`src/hdl/pls_pkg.sv`:
```
`timescale 1ns / 1ps
`default_nettype none
// ----------------------------------------------------------------------------
// pls_pkg - shared types and constants for the positional list store
// Command codes, field widths and the sequencer state type.
// ----------------------------------------------------------------------------
package pls_pkg;

    localparam int DATA_W = 32;
    localparam int CMD_W  = 2;
    localparam int POS_W  = 6;

    // Command codes; the unused fourth code behaves as a delete
    localparam logic [CMD_W-1:0] CMD_INSERT_FRONT = 2'd0;
    localparam logic [CMD_W-1:0] CMD_APPEND       = 2'd1;
    localparam logic [CMD_W-1:0] CMD_DELETE       = 2'd2;

    typedef enum logic [2:0] {
        ST_IDLE,
        ST_SHIFT_RD,
        ST_SHIFT_WR,
        ST_WRITE,
        ST_EMIT_RD,
        ST_EMIT_LD,
        ST_EMIT_WAIT
    } state_t;

endpackage : pls_pkg
`default_nettype wire

```
`src/hdl/pls_ram.sv`:
```
`timescale 1ns / 1ps
`default_nettype none
// ----------------------------------------------------------------------------
// pls_ram - simple dual-port RAM
// One write port, one read port, read data registered.
// ----------------------------------------------------------------------------
module pls_ram #(
    parameter int WIDTH  = 32,
    parameter int DEPTH  = 32,
    localparam int ADDR_W = (DEPTH > 1) ? $clog2(DEPTH) : 1
) (
    input  wire logic              clk,
    input  wire logic              wr_en,
    input  wire logic [ADDR_W-1:0] wr_addr,
    input  wire logic [WIDTH-1:0]  wr_data,
    input  wire logic              rd_en,
    input  wire logic [ADDR_W-1:0] rd_addr,
    output logic      [WIDTH-1:0]  rd_data
);

    logic [WIDTH-1:0] mem [DEPTH];

    always_ff @(posedge clk)
    begin
        if (wr_en)
        begin
            mem[wr_addr] <= wr_data;
        end
        if (rd_en)
        begin
            rd_data <= mem[rd_addr];
        end
    end

endmodule : pls_ram
`default_nettype wire

```
`src/hdl/positional_list_store.sv`:
```
`timescale 1ns / 1ps
`default_nettype none
// ----------------------------------------------------------------------------
// positional_list_store - bounded ordered list with insert/append/delete
// Holds up to CAPACITY signed words in a RAM, front at address 0. After each
// command the whole list is streamed out front to back.
//
//  channel  | direction | signals                                   | beat
//  ---------+-----------+-------------------------------------------+-----------
//  command  | in        | cmd_valid/cmd_ready, command value position| one command
//  result   | out       | res_valid/res_ready, item_value is_last    | one element
//           |           | list_empty was_ignored                     |
//
// Each command first moves S elements to open or close a gap, then writes the
// new value for an insert or append, then emits the N elements of the list; an
// empty list emits one zeroed beat in their place.
// Element moves go through the single RAM port pair: each is read in ST_SHIFT_RD
// and written in ST_SHIFT_WR. Output stalls hold the sequencer in its wait state.
// Commands are taken only when the sequencer is idle. Reset clears the count
// and state; RAM contents are never cleared (only live entries are read).
// ----------------------------------------------------------------------------
module positional_list_store
    import pls_pkg::*;
#(
    parameter int CAPACITY = 32
) (
    input  wire logic                     clk,
    input  wire logic                     rst_n,
    input  wire logic                     cmd_valid,
    output logic                          cmd_ready,
    input  wire logic [CMD_W-1:0]         command,
    input  wire logic signed [DATA_W-1:0] value,
    input  wire logic [POS_W-1:0]         position,
    output logic                          res_valid,
    input  wire logic                     res_ready,
    output logic signed [DATA_W-1:0]      item_value,
    output logic                          is_last,
    output logic                          list_empty,
    output logic                          was_ignored
);

    localparam int ADDR_W = (CAPACITY > 1) ? $clog2(CAPACITY) : 1;
    localparam int CNT_W  = $clog2(CAPACITY + 1);
    localparam int CMP_W  = POS_W + 1;
    localparam logic [CMP_W-1:0] CAP_C = CMP_W'(CAPACITY);

    state_t              state_reg, state_next;
    logic [CNT_W-1:0]    cnt_reg, cnt_next;
    logic [CNT_W-1:0]    idx_reg, idx_next;
    logic                up_reg, up_next;
    logic                ign_reg, ign_next;
    logic [DATA_W-1:0]   val_reg, val_next;
    logic [DATA_W-1:0]   out_val_reg, out_val_next;
    logic                out_last_reg, out_last_next;
    logic                out_empty_reg, out_empty_next;

    logic                ram_wr_en, ram_rd_en;
    logic [ADDR_W-1:0]   ram_wr_addr, ram_rd_addr;
    logic [DATA_W-1:0]   ram_wr_data, ram_rd_data;

    logic [CNT_W-1:0]    step_idx;
    logic [CMP_W-1:0]    cnt_w, idx_w, pos_w;

    // shared index stepper: down while opening a gap, up otherwise
    assign step_idx = (up_reg && (state_reg == ST_SHIFT_RD || state_reg == ST_SHIFT_WR))
                    ? idx_reg - CNT_W'(1) : idx_reg + CNT_W'(1);
    assign cnt_w    = CMP_W'(cnt_reg);
    assign idx_w    = CMP_W'(idx_reg);
    assign pos_w    = CMP_W'(position);

    pls_ram #(
        .WIDTH (DATA_W),
        .DEPTH (CAPACITY)
    ) u_ram (
        .clk     (clk),
        .wr_en   (ram_wr_en),
        .wr_addr (ram_wr_addr),
        .wr_data (ram_wr_data),
        .rd_en   (ram_rd_en),
        .rd_addr (ram_rd_addr),
        .rd_data (ram_rd_data)
    );

    always_ff @(posedge clk or negedge rst_n)
    begin
        if (!rst_n)
        begin
            state_reg <= ST_IDLE;
            cnt_reg   <= '0;
            idx_reg   <= '0;
            up_reg    <= 1'b0;
            ign_reg   <= 1'b0;
        end
        else
        begin
            state_reg <= state_next;
            cnt_reg   <= cnt_next;
            idx_reg   <= idx_next;
            up_reg    <= up_next;
            ign_reg   <= ign_next;
        end
    end

    always_ff @(posedge clk)
    begin
        val_reg       <= val_next;
        out_val_reg   <= out_val_next;
        out_last_reg  <= out_last_next;
        out_empty_reg <= out_empty_next;
    end

    always_comb
    begin
        state_next     = state_reg;
        cnt_next       = cnt_reg;
        idx_next       = idx_reg;
        up_next        = up_reg;
        ign_next       = ign_reg;
        val_next       = val_reg;
        out_val_next   = out_val_reg;
        out_last_next  = out_last_reg;
        out_empty_next = out_empty_reg;
        ram_wr_en      = 1'b0;
        ram_wr_addr    = idx_reg[ADDR_W-1:0];
        ram_wr_data    = ram_rd_data;
        ram_rd_en      = 1'b0;
        ram_rd_addr    = step_idx[ADDR_W-1:0];
        cmd_ready      = 1'b0;
        res_valid      = 1'b0;

        unique case (state_reg)
            ST_IDLE:
            begin
                cmd_ready = 1'b1;
                if (cmd_valid)
                begin
                    val_next = value;
                    ign_next = 1'b0;
                    if (command == CMD_INSERT_FRONT)
                    begin
                        up_next = 1'b1;
                        idx_next = cnt_reg;
                        if (cnt_w >= CAP_C)
                        begin
                            ign_next   = 1'b1;
                            state_next = ST_EMIT_RD;
                        end
                        else if (cnt_reg == '0)
                        begin
                            state_next = ST_WRITE;
                        end
                        else
                        begin
                            state_next = ST_SHIFT_RD;
                        end
                    end
                    else if (command == CMD_APPEND)
                    begin
                        idx_next = cnt_reg;
                        if (cnt_w >= CAP_C)
                        begin
                            ign_next   = 1'b1;
                            state_next = ST_EMIT_RD;
                        end
                        else
                        begin
                            state_next = ST_WRITE;
                        end
                    end
                    else
                    begin
                        // delete; the spare code lands here too
                        up_next  = 1'b0;
                        idx_next = CNT_W'(position);
                        if (pos_w >= cnt_w)
                        begin
                            ign_next   = 1'b1;
                            state_next = ST_EMIT_RD;
                        end
                        else if (pos_w + CMP_W'(1) < cnt_w)
                        begin
                            state_next = ST_SHIFT_RD;
                        end
                        else
                        begin
                            cnt_next   = cnt_reg - CNT_W'(1);
                            state_next = ST_EMIT_RD;
                        end
                    end
                end
            end

            ST_SHIFT_RD:
            begin
                ram_rd_en  = 1'b1;
                state_next = ST_SHIFT_WR;
            end

            ST_SHIFT_WR:
            begin
                ram_wr_en = 1'b1;
                idx_next  = step_idx;
                if (up_reg)
                begin
                    state_next = (step_idx == '0) ? ST_WRITE : ST_SHIFT_RD;
                end
                else if (idx_w + CMP_W'(2) < cnt_w)
                begin
                    state_next = ST_SHIFT_RD;
                end
                else
                begin
                    cnt_next   = cnt_reg - CNT_W'(1);
                    state_next = ST_EMIT_RD;
                end
            end

            ST_WRITE:
            begin
                ram_wr_en   = 1'b1;
                ram_wr_data = val_reg;
                cnt_next    = cnt_reg + CNT_W'(1);
                state_next  = ST_EMIT_RD;
            end

            ST_EMIT_RD:
            begin
                idx_next = '0;
                if (cnt_reg == '0)
                begin
                    out_val_next   = '0;
                    out_last_next  = 1'b1;
                    out_empty_next = 1'b1;
                    state_next     = ST_EMIT_WAIT;
                end
                else
                begin
                    ram_rd_en   = 1'b1;
                    ram_rd_addr = '0;
                    state_next  = ST_EMIT_LD;
                end
            end

            ST_EMIT_LD:
            begin
                out_val_next   = ram_rd_data;
                out_last_next  = (idx_w + CMP_W'(1) == cnt_w);
                out_empty_next = 1'b0;
                state_next     = ST_EMIT_WAIT;
            end

            ST_EMIT_WAIT:
            begin
                res_valid = 1'b1;
                if (res_ready)
                begin
                    if (out_last_reg)
                    begin
                        state_next = ST_IDLE;
                    end
                    else
                    begin
                        ram_rd_en  = 1'b1;
                        idx_next   = step_idx;
                        state_next = ST_EMIT_LD;
                    end
                end
            end

            default:
            begin
                state_next = ST_IDLE;
            end
        endcase
    end

    assign item_value  = out_val_reg;
    assign is_last     = out_last_reg;
    assign list_empty  = out_empty_reg;
    assign was_ignored = ign_reg;

endmodule : positional_list_store
`default_nettype wire

```
`config.mk`:
```
export PLATFORM = sky130hd
export DESIGN_NAME = positional_list_store
export DESIGN_NICKNAME = d
export VERILOG_FILES = /design/src/hdl/pls_pkg.sv /design/src/hdl/pls_ram.sv /design/src/hdl/positional_list_store.sv
export SDC_FILE = /design/constraint.sdc
export NUM_CORES = 1
export LEC_CHECK = 0
export BUFFER_PORTS_ARGS = -buffer_cell sky130_fd_sc_hd__buf_4
export CAP_MARGIN = 15
export CORE_UTILIZATION = 50
export DETAILED_ROUTE_END_ITERATION = 10
export PLACE_DENSITY = 0.73
export SLEW_MARGIN = 20
export SYNTH_ARGS = -nofsm -noshare
export SYNTH_HDL_FRONTEND = slang
export SYNTH_HIERARCHICAL = 1
export SYNTH_SLANG_ARGS = --single-unit
```
`constraint.sdc`:
```
create_clock -name clk -period 5.5 [get_ports clk]
set_input_delay 0.275 -clock clk [delete_from_list [all_inputs] [get_ports clk]]
set_output_delay 0.275 -clock clk [all_outputs]
set_load 0.02 [all_outputs]
```
# After elaboration in Yosys (flattened, before gate mapping)
# Memory sizes are Yosys's and may differ from the RTL's. A register that Yosys moved wholly into a read port is not among the register bits.
# Cells that the tools add are included.
# W data, S select, Z words.
# word_totals
memories,1
inputBits,44
out_inout_bits,37
word_cells,109
mem_bits_rw,1024
ff_bits,83
# mem_list
memory,depth,width,rd,rd_clocked_by_memory_dff,write_ports,line_no,text
u_ram.mem,32,32,1,1,1,pls_ram.sv:21,logic [WIDTH-1:0] mem [DEPTH];
# op_classes
add_sub_neg,7
magnitude_cmp,4
mux,53
n_eq_ne,19
n_reduce_logical,16
# op_table
operator,count
$mux W6,13
$mux W32,2
$pmux W32 S2,1
$mux W3,11
$pmux W6 S4,1
$ne A2 B2 Y1 const B,11
$pmux W3 S7,1
$pmux W6 S3,1
$mux W1,15
$add A6 B1 Y7 const B,2
$lt A7 B6 Y1,2
$add A6 B1 Y6 const B,2
$logic_not A6 Y1,2
$sub A6 B1 Y6 const B,2
$mux W5,2
$eq A3 B3 Y1 const B,3
$reduce_and A8 Y1,1
$add A6 B2 Y7 const B,1
$eq A7 B6 Y1,1
$eq A3 B2 Y1 const B,2
$ge A6 B6 Y1,1
$ge A6 B6 Y1 const B,1
$mux W2,3
$reduce_and A2 Y1,3
other kinds (14),15

# Logic depth before layout (Yosys ltp)
# depth
depth_word,8
ltp_mapped,16
ltp_nobuf,13

# By module
# The synthesis kept the hierarchy.
# modules_own_cells
module,n_inst,seq_area_each_um2,area_each_um2,cells_each
pls_ram,1,31710.4,40812.9,2260
positional_list_store,1,2407.3,4623.2,397

# Worst setup path after synthesis
# OpenSTA, ideal clock, no wires.
# synth_path
path_type,reg-to-reg
start,reg cnt_reg[5]
end,"reg out_last_reg (netlist: is_last), enable pin"
setup_time_ns,0.472
stages_incl_launch_ff,5
slack_ns,1.632
required_time_ns,5.028
synth_period_minus_slack_ns,3.868
path_buffers,1
arrival_ns,3.396
path_cell_list,dfrtp_1 -> clkbuf_1 -> nor4_1 -> nand2_1 -> o21ai_0
# synth_via
elab_chain_cells,3
# synth_lines
element,line_no,text
"start, declared",positional_list_store.sv:48,"logic [CNT_W-1:0] cnt_reg, cnt_next;"
"start signal, assigned",positional_list_store.sv:97,cnt_reg <= cnt_next;
$logic_not A6 Y1,positional_list_store.sv:229,if (cnt_reg == '0)
$ne A2 B2 Y1 (no source line),n/a,
$reduce_and A2 Y1 (no source line),n/a,
"end signal, assigned",positional_list_store.sv:108,out_last_reg <= out_last_next;
"end, declared",positional_list_store.sv:54,"logic out_last_reg, out_last_next;"
# Every way passes these cells.
# A chain may end at the register's enable or synchronous reset.

# Worst setup path in the final report
# layout_path
start,reg state_reg[1]
end,"reg u_ram.rd_data[15] (read register of u_ram.mem), data pin"
# layout_via
elab_chain_cells,6
word_cells_on_any_way,10
classes_between,4 x eq/ne; 4 x mux; 2 x reduce/logical
# layout_lines
element,line_no,text
"start, declared",positional_list_store.sv:47,"state_t state_reg, state_next;"
"start signal, assigned",positional_list_store.sv:96,state_reg <= state_next;
$eq A3 B1 Y1 or $eq A3 B2 Y1 (tied branches),positional_list_store.sv:65,assign step_idx = (up_reg && (state_reg == ST_SHIFT_RD || state_reg == ST_SHIFT_WR))
$logic_or A1 B1 Y1,positional_list_store.sv:65,
$logic_and A1 B1 Y1,positional_list_store.sv:65,
$mux W6,positional_list_store.sv:66,? idx_reg - CNT_W'(1) : idx_reg + CNT_W'(1);
$mux W5,positional_list_store.sv:229,
$mux W5 *,positional_list_store.sv:131,unique case (state_reg)
via ram_rd_addr[4],positional_list_store.sv:58,"logic [ADDR_W-1:0] ram_wr_addr, ram_rd_addr;"
"end, declared",pls_ram.sv:18,output logic [WIDTH-1:0] rd_data
# Mark *: on every way through the listed nets, which the timed path passes. The rest lies on a longest branch.

==> run_results.csv <==
group,metric,value,unit
final_layout,fill_cells,6554,
timing,timing.fmax,233.0,MHz
timing,period_needed,4292,ps
timing,maxSlewViolCount,0,
timing,post-route-period-util,78.03,%
route,final_antenna_net_count,0,
timing,skew,34.98,ps
cts,clock_sinks,1139,
critical_path,cp_num_buf_inv,1,
placement,io_buffers,80,
cts,numCtsBuffers,106,
cts,cts_setup_buffers,0,
floorplanning,start_util,50.48,%
global_routing,grt_overflow,0,
timing,max_slew_margin,25.66,%
global_routing,first_global_vias,24790,
placement,pre_cts_ws,1357,ps
critical_path,crit_type,"flip-flop to flip-flop",
synthesis,yosysUniqueCellTypes,57,
critical_path,crit_fanout,17,
timing,tightest_slew,1113,ps
synthesis,ys_async_sr_fraction,1.493,%
global_routing,grt_usage,24.24,%
run_status,run_status,"complete, no violations",
global_routing,grt_max_degree,94,
placement,place.gp.congestion,0.8302,
timing,hold_viol,0,
final_layout,drive_gt1_share,13.65,%
route,wl,112600,um
final_layout,area_growth,13.48,%
placement,hpwlAfterDp,62740,um
synthesis,ys_ff_latch,1139,
job,cap_violations,0,
global_routing,grt_antenna_before_repair,1,
timing,tns,0,ps
synthesis,synth_edf_count,1122,
floorplanning,rows,110,
route,drt_iter0_drc,2773,
final_layout,largest-register,"u_ram/mem",
synthesis,syn_area,45440,um2
floorplanning,die_h,303.5,um
cts,insertion_delay,690,ps
critical_path,start_kind,"flip-flop",
route,drc,0,
cts,clk_pin_slew,70,ps
critical_path,path_cells,"xnor2_1 > or3_4 > nand2_1 > ha_1 > or3_1 > o22ai_1 > xor2_1 > nor2b_1 > or2_2 > buf_4 > nor3_1 > a31oi_1 > nand3_1",
final_layout,largest_reg_flops,1024,
synthesis,syn_nets,2729,
global_routing,grt_pass1_wl,163100,um
power_and_ir_drop,powerDensity,632.1,nW/um2
route,viasPerCell,6.190,
synthesis,syn_avg_cell_area,17.10,um2
power_and_ir_drop,peakVddDrop,0.6332,mV
cts,cts_root_buf,"clkbuf_16",
floorplanning,die_area,92080,um2
cts,cts_resized,0,
route,wire_per_inst,27.62,um
final_layout,fin_nets,2888,
route,first_pass_iters,6,
timing,rsz0062_at_grt,"no",
critical_path,cp.arrival,4700,ps
cts,h-tree-depth,3,
critical_path,required,5910,ps
cts,cts_tree,"built",
critical_path,critPathSlowestCell,"or2_2",
floorplanning,num_io_pins,81,
timing,fin_ws,1208,ps
route,vias,25240,
synthesis,synth_cells,2657,
power_and_ir_drop,p_leak,18.19,nW
floorplanning,coreArea,90010,um2
critical_path,critPathMaxStageDelay,680,ps
worst_hold_path,min_path_type,"primary input to flip-flop",
floorplanning,die_w,303.5,um
synthesis,synthFlopType,"edfxtp_1",
final_layout,diodes,0,
timing,setup_viol,0,
power_and_ir_drop,p_total,32.59,mW
synthesis,ys_warn_count,6,
synthesis,yosysSeqAreaShare,75.09,%
critical_path,crit_family,"simple AND/OR/NAND/NOR gates",
critical_path,crit_path_end_kind,"flip-flop",
cts,clock_path_buffers,3,
cells in the final DEF, fill, tap and decap left out, types with 13 or more instances in the layout:
cell type	count
edfxtp_1	1122
mux2i_1	521
buf_4	140
nand2_1	118
a21oi_1	118
nand3_1	109
clkbuf_16	107
a22oi_1	96
a22o_1	64
nor3_1	39
dlygate4sd3_1	36
a31oi_1	35
mux2_2	34
nor2_4	34
and2_1	32
nor2_1	27
ha_1	27
clkbuf_1	26
clkinv_2	19
clkinv_1	17
dfrtp_1	17
buf_12	17
xnor2_1	16
o21ai_0	16
inv_1	13
routing by layer:
| layer | wire, um | track usage [%] |
|---|---|---|
| met5 | 13 | 0 |
| met4 | 4180 | 9.417 |
| met3 | 10470 | 4.098 |
| met2 | 54470 | 39.85 |
| met1 | 43510 | 32.36 |
cells by family after synthesis:
family / after synthesis / synth area share (%)
and+or+nand+nor: 395 / 4.084
buffers and inverters: 158 / 1.966
DFF: 1139 / 75.09
xor gates and xnor gates: 23 / 0.4433
muxes: 555 / 12.32
adders and majority gates: 28 / 0.7876
AOI/OAI and AO/OA: 359 / 5.309
synthesized netlist by cell type (2+ instances only):
cell	instances	share of area, %
a211oi_1	2	0.033
a21o_1	3	0.050
a21oi_1	118	1.3
a22o_1	64	1.2
a22oi_1	96	1.6
a31oi_1	35	0.48
and2_1	33	0.45
buf_1	7	0.058
buf_2	36	0.40
buf_4	36	0.59
buf_6	15	0.37
clkbuf_1	48	0.40
clkbuf_4	2	0.033
dfrtp_1	17	0.94
edfxtp_1	1122	74
ha_1	27	0.74
inv_1	14	0.12
mux2_2	34	0.84
mux2i_1	521	11
nand2_1	120	0.99
nand2b_1	6	0.083
nand3_1	109	1.2
nand3b_1	5	0.083
nand4_1	2	0.028
nor2_1	61	0.50
nor2b_1	5	0.069
nor3_1	40	0.44
nor4_1	3	0.041
o211ai_1	2	0.033
o21a_1	2	0.033
o21ai_0	17	0.19
o21ai_1	3	0.033
o22a_1	2	0.039
o31ai_1	2	0.033
or2_2	2	0.028
or3_1	2	0.028
or3b_2	3	0.058
xnor2_1	16	0.31
xor2_1	7	0.13
worst min-delay path, delay by kind of cell:
kind                   cells  cell delay (ps)
buffers and inverters      1              110
AO/OA/AOI/OAI              1               70
AND/OR/NAND/NOR            2              240
report_power, final:
part           internal, mW  switching [mW]  total [mW]  leakage (nW)
sequential             11.8           0.464        12.3          10.3
clock                  4.06            3.09        7.15          1.66
combinational          4.49            8.64        13.1          6.21
cell type report:
type	instances	area (um2)	share of cell area, %
Multi-Input combinational cell	1360	10720	20.80
Timing Repair Buffer	195	1807	3.504
Sequential cell	1139	34120	66.17
Clock inverter	57	556.8	1.080
Tap cell	1176	1471	2.854
Inverter	14	52.55	0.1019
Clock buffer	137	2830	5.489
stage by stage:
step | instances | util (%) | cell area, um2 | hold WS (ps)
after floorplan | 2657 | - | 45440 | -20.59
after global placement | 3843 | 52.99 | 47700 | 160.9
after detailed placement | 3848 | 53.12 | 47810 | 170.7
after CTS | 4078 | 57.28 | 51560 | 8.171
after global routing | 4078 | 57.28 | 51560 | 59.21
final | 4078 | 57.28 | 51560 | 49.09
path summary, 6_finish.rpt:
path	to	cells after the start	startpoint	slack [ps]
hold / removal	was_ignored	4	cmd_valid	50
min in group asynchronous	cnt_reg[3]	3	rst_n	800
setup reg to reg	u_ram/rd_data[15]	13	state_reg[1]	1210
setup / recovery	u_ram/rd_data[15]	13	state_reg[1]	1210
max in group asynchronous	cnt_reg[1]	3	rst_n	4140
hold reg to reg	was_ignored	2	was_ignored	500
timing repair:
item,in CTS,in global routing
hold buffers,36,0
endpoints found under the setup margin,0,0
hold endpoints to repair,50,0
Note: power is estimated with default switching activity, not from simulation.
